## config.mk

```make
export PLATFORM = sky130hd
export DESIGN_NAME = lbd3_window
export DESIGN_NICKNAME = d
export VERILOG_FILES = /design/src/hdl/lbd3_pkg.sv /design/src/hdl/lbd3_window.sv
export SDC_FILE = /design/constraint.sdc
export NUM_CORES = 1
export LEC_CHECK = 0
export ABC_AREA = 1
export BUFFER_PORTS_ARGS = -buffer_cell sky130_fd_sc_hd__buf_2
export CAP_MARGIN = 20
export CELL_PAD_IN_SITES_DETAIL_PLACEMENT = 1
export CELL_PAD_IN_SITES_GLOBAL_PLACEMENT = 1
export CORE_ASPECT_RATIO = 0.5
export CORE_MARGIN = 3
export CORE_UTILIZATION = 43
export CTS_CLUSTER_DIAMETER = 120
export CTS_CLUSTER_SIZE = 10
export DETAILED_ROUTE_END_ITERATION = 10
export GPL_ROUTABILITY_DRIVEN = 0
export HOLD_SLACK_MARGIN = 0.06
export PLACE_DENSITY_LB_ADDON = 0.12
export SKIP_CTS_REPAIR_TIMING = 1
export SLEW_MARGIN = 0
export SYNTH_ARGS = -nofsm -noshare
export SYNTH_HDL_FRONTEND = slang
export SYNTH_SLANG_ARGS = --single-unit
```

## constraint.sdc

```tcl
create_clock -name clk_i -period 2.2 [get_ports clk_i]
set_input_delay 0.44 -clock clk_i [delete_from_list [all_inputs] [get_ports clk_i]]
set_output_delay 0.44 -clock clk_i [all_outputs]
set_load 0.01 [all_outputs]
```

## src/hdl/lbd3_pkg.sv

```systemverilog
// ----------------------------------------------------------------------------
// lbd3_pkg
// shared widths, register indexes and mask bit positions of the 3x3 label
// boundary detector
// ----------------------------------------------------------------------------
package lbd3_pkg;

  // field widths
  localparam int unsigned LABEL_W        = 8;
  localparam int unsigned ROW_W          = 12;
  localparam int unsigned COL_W          = 11;
  localparam int unsigned MASK_W         = 8;
  localparam int unsigned FRAME_WIDTH_W  = 12;
  localparam int unsigned FRAME_HEIGHT_W = 13;

  // stream word widths
  localparam int unsigned IN_TDATA_W  = 8;
  localparam int unsigned OUT_TDATA_W = 32;

  // configuration port
  localparam int unsigned CFG_ADDR_W = 1;
  localparam int unsigned CFG_DATA_W = 13;

  typedef enum logic [CFG_ADDR_W-1:0] {
    CFG_FRAME_WIDTH  = 1'b0,
    CFG_FRAME_HEIGHT = 1'b1
  } lbd3_cfg_idx_e;

  // neighbour mask bit positions
  localparam int unsigned NB_UP_LEFT    = 7;
  localparam int unsigned NB_UP         = 6;
  localparam int unsigned NB_UP_RIGHT   = 5;
  localparam int unsigned NB_RIGHT      = 4;
  localparam int unsigned NB_DOWN_RIGHT = 3;
  localparam int unsigned NB_DOWN       = 2;
  localparam int unsigned NB_DOWN_LEFT  = 1;
  localparam int unsigned NB_LEFT       = 0;

  // one column of labels entering the window, top row first
  typedef struct packed {
    logic [LABEL_W-1:0] top;
    logic [LABEL_W-1:0] mid;
    logic [LABEL_W-1:0] bot;
  } lbd3_column_t;

endpackage

```

## src/hdl/lbd3_window.sv

```systemverilog
// ----------------------------------------------------------------------------
// lbd3_window
// 3x3 label window: keeps the two most recent columns and compares all
// eight neighbours of the centre against it as a new column arrives
// ----------------------------------------------------------------------------
module lbd3_window
  import lbd3_pkg::*;
(
  input  logic                clk_i,
  input  logic                shift_i,
  input  lbd3_column_t        col_i,
  output logic [MASK_W-1:0]   mask_o,
  output logic                boundary_o
);

  // these hold the left and centre columns; col_i is the right column
  logic [LABEL_W-1:0] up_l_q, up_c_q;
  logic [LABEL_W-1:0] md_l_q, md_c_q;
  logic [LABEL_W-1:0] dn_l_q, dn_c_q;

  always_ff @(posedge clk_i) begin
    if (shift_i) begin
      up_l_q <= up_c_q;
      md_l_q <= md_c_q;
      dn_l_q <= dn_c_q;
      up_c_q <= col_i.top;
      md_c_q <= col_i.mid;
      dn_c_q <= col_i.bot;
    end
  end

  always_comb begin
    mask_o                = '0;
    mask_o[NB_UP_LEFT]    = (up_l_q    != md_c_q);
    mask_o[NB_UP]         = (up_c_q    != md_c_q);
    mask_o[NB_UP_RIGHT]   = (col_i.top != md_c_q);
    mask_o[NB_RIGHT]      = (col_i.mid != md_c_q);
    mask_o[NB_DOWN_RIGHT] = (col_i.bot != md_c_q);
    mask_o[NB_DOWN]       = (dn_c_q    != md_c_q);
    mask_o[NB_DOWN_LEFT]  = (dn_l_q    != md_c_q);
    mask_o[NB_LEFT]       = (md_l_q    != md_c_q);
  end

  // two or more bits set: clearing the lowest set bit leaves something
  assign boundary_o = (mask_o != '0) && ((mask_o & (mask_o - MASK_W'(1))) != '0);

endmodule

```

==> run metrics <==
H-tree depth=2; worst hold margin=0.3491 ns; design area=3801 µm²; met1 Resource Use GR=25.22%; Die W=124.2 µm; CP startpoint kind=flop; n_diodes=0; Synth Area in Compound Gates=0.3333%; post-synthesis adder-cell area fraction=0%; Seq/Total Area, Yosys=48.00%; Crit Path Class=flop to output pin; Clock Tree Root=clkbuf_16; Final setup viols=4; Final period util=118.4%; RSZ-0062 raised after global routing=yes; PortBufs=34; netlist area before placement=3003 µm²; multiplexer share of the synthesized area=0%; CP Cell Sequence=buf_4 > xnor2_1 > nand2_1 > nor2_1 > nand2_2 > nor2_4 > nand3_2 > nand2_1 > inv_1 > nor2_1 > nand2_1 > buf_2; worst vdd ir=0.2786 mV; Hold/Removal Path Class=input pin to flop; Worst EP required=1.76 ns; Yosys reg bits=48; initial antenna violation count=0; min cycle time layout=2.606 ns; Simple-Gate Fraction of Synth Area=29.54%; synth warn=0; Pleak=1.827 nW; slowest stage cell on the critical path=edfxtp_1; failing checks=setup timing; worst path arrival time=2.17 ns; initial DRC count=113; Final nets=468; Final Non-Filler Cells=531; CP max stage delay=0.46 ns; first-pass GRT wire length=12.36 mm; Starting Density=46.88%; # rows=20; clk sink count=48; clock skew=0.001811 ns; number of routed nets with antenna violations=0; routed vias/inst=4.753; Mapped Cells=376; Die Footprint=8083 µm²; fin. max-slew vios=0; library cells used by synthesis=19; Ports=35; clock slew at reported path FFs=0.07 ns; Pwr Total=2.442 mW; Hold Vio Cnt, Final=0; total core area=6406 µm²; Max Clk Rate=0.3838 GHz; Crit. End Element=output pin; Inst Count DP=508; fraction of synthesized cell area in xor and xnor cells=11.63%; status=finished with violations; drt drc=0; die height=65.09 µm; GR Overflow Total=0; most common cell after layout, fill and taps aside=nand2_1; vias in the first global route=2663; PwrDens=642.5 nW/µm²; DRT Pass-1 Iters=4; CTS tree=done; largest net degree at the start of global routing=49; max_slew headroom=78.19%; drt wl/cell=15.83 µm; cell mode on critical path=nand2_1; Inserted Clock Buffers=5; Slew @ Worst Pin=0.3271 ns; vias=2524; Layout area overhead=26.58%; global routing's busiest layer=met2; Mean Syn Cell Area=7.986 µm²; clk_lat worst skew=0.29 ns; worst setup margin=-0.4058 ns; grt met3 use=4.213%; max_cap viols=0; commonest cells after routing, fill and taps aside=133 x nand2_1, 48 x edfxtp_1, 46 x inv_1, 36 x nor2_1, 31 x buf_2; largest family of logic cells by synthesized area=simple AND/OR/NAND/NOR gates; syn_nets=402; GR Util met2=36.69%; share of layout cells above drive strength 1=30.47%; TNS Setup=-0.5881 ns; Placed Instance Area=3344 µm²; Worst Path Max Fanout=5; Max clock buf depth=2; GRT Overall Usage=20.25%; Post-DP HPWL=5.837 mm; total wire length=8.408 mm
-- cell families (layout without fill, tap and decap cells) --
| group | Yosys count | after routing |
|---|---|---|
| and+or+nand+nor | 220 | 220 |
| AOI/OAI and AO/OA | 2 | 2 |
| xor gates and xnor gates | 39 | 39 |
| buffers and inverters | 67 | 134 |
| DFF | 48 | 48 |
-- cell type report --
| type | count | area, µm² |
|---|---|---|
| clock inverters | 3 | 13.76 |
| well taps | 88 | 110.1 |
| flip-flops and latches | 48 | 1441 |
| multi-input cells | 261 | 1379 |
| inverters | 59 | 229.0 |
| fillers | 801 | 2605 |
| clock buffers | 5 | 125.1 |
| repair buffers | 67 | 503.0 |
-- where the power goes --
part	leakage [nW]	total [mW]	switching [mW]	internal, mW
clock network	0.0710	0.755	0.341	0.414
registers	0.470	1.15	0.0618	1.09
logic	1.29	0.537	0.312	0.225
total	1.83	2.44	0.715	1.73
-- routing by layer --
metal  wire (µm)  vias up
met2        4219       34
met4          39        0
li1            -     1261
met5           0        -
met3         252        4
met1        3897     1225
-- synthesized netlist by cell type --
cell        n  share of area (%)
xnor2_1    15                4.4
a21oi_1     2               0.33
buf_4       1               0.25
nand3_1     5               0.83
inv_4       3               0.63
xnor2_2     1               0.54
nor2_4      2               0.75
nand2_1   149                 19
nor2_1     48                6.0
or2_2       1               0.21
xor2_1     23                6.7
nor2_2      3               0.63
nand4_1     3               0.63
nand2_2     8                1.7
buf_6       7                2.6
and2_0      1               0.21
inv_2       4               0.50
inv_1      52                6.5
edfxtp_1   48                 48
-- flip-flops by register name (all words and copies together), names as in the netlist --
register / count
dn_c_q: 8
dn_l_q: 8
md_c_q: 8
md_l_q: 8
up_c_q: 8
up_l_q: 8
-- stage by stage --
stage	utilization (%)	setup WS (ns)
floorplan	-	0.2887
global placement	52.21	-0.08434
detailed placement	52.21	-0.1739
CTS	54.37	-0.5135
global route	59.34	-0.5852
finish	59.34	-0.4058
-- critical path: cells and delay by family, from the launching register on --
kind	cells	cell delay [ns]
and+or+nand+nor	8	0.92
DFF	1	0.46
buffers and inverters	3	0.35
xor gates and xnor gates	1	0.14
-- worst paths after layout --
path	startpoint	end	slack [ns]	depth (start not counted)
worst min-delay path	col_i[6]	dn_c_q[6]	0.35	1
worst max-delay path	md_c_q[0]	boundary_o	-0.41	12
worst min register to register	up_c_q[2]	up_l_q[2]	0.47	0
worst max register to register	md_c_q[0]	md_l_q[0]	1.02	3
Note: power is estimated with default switching activity, not from simulation.
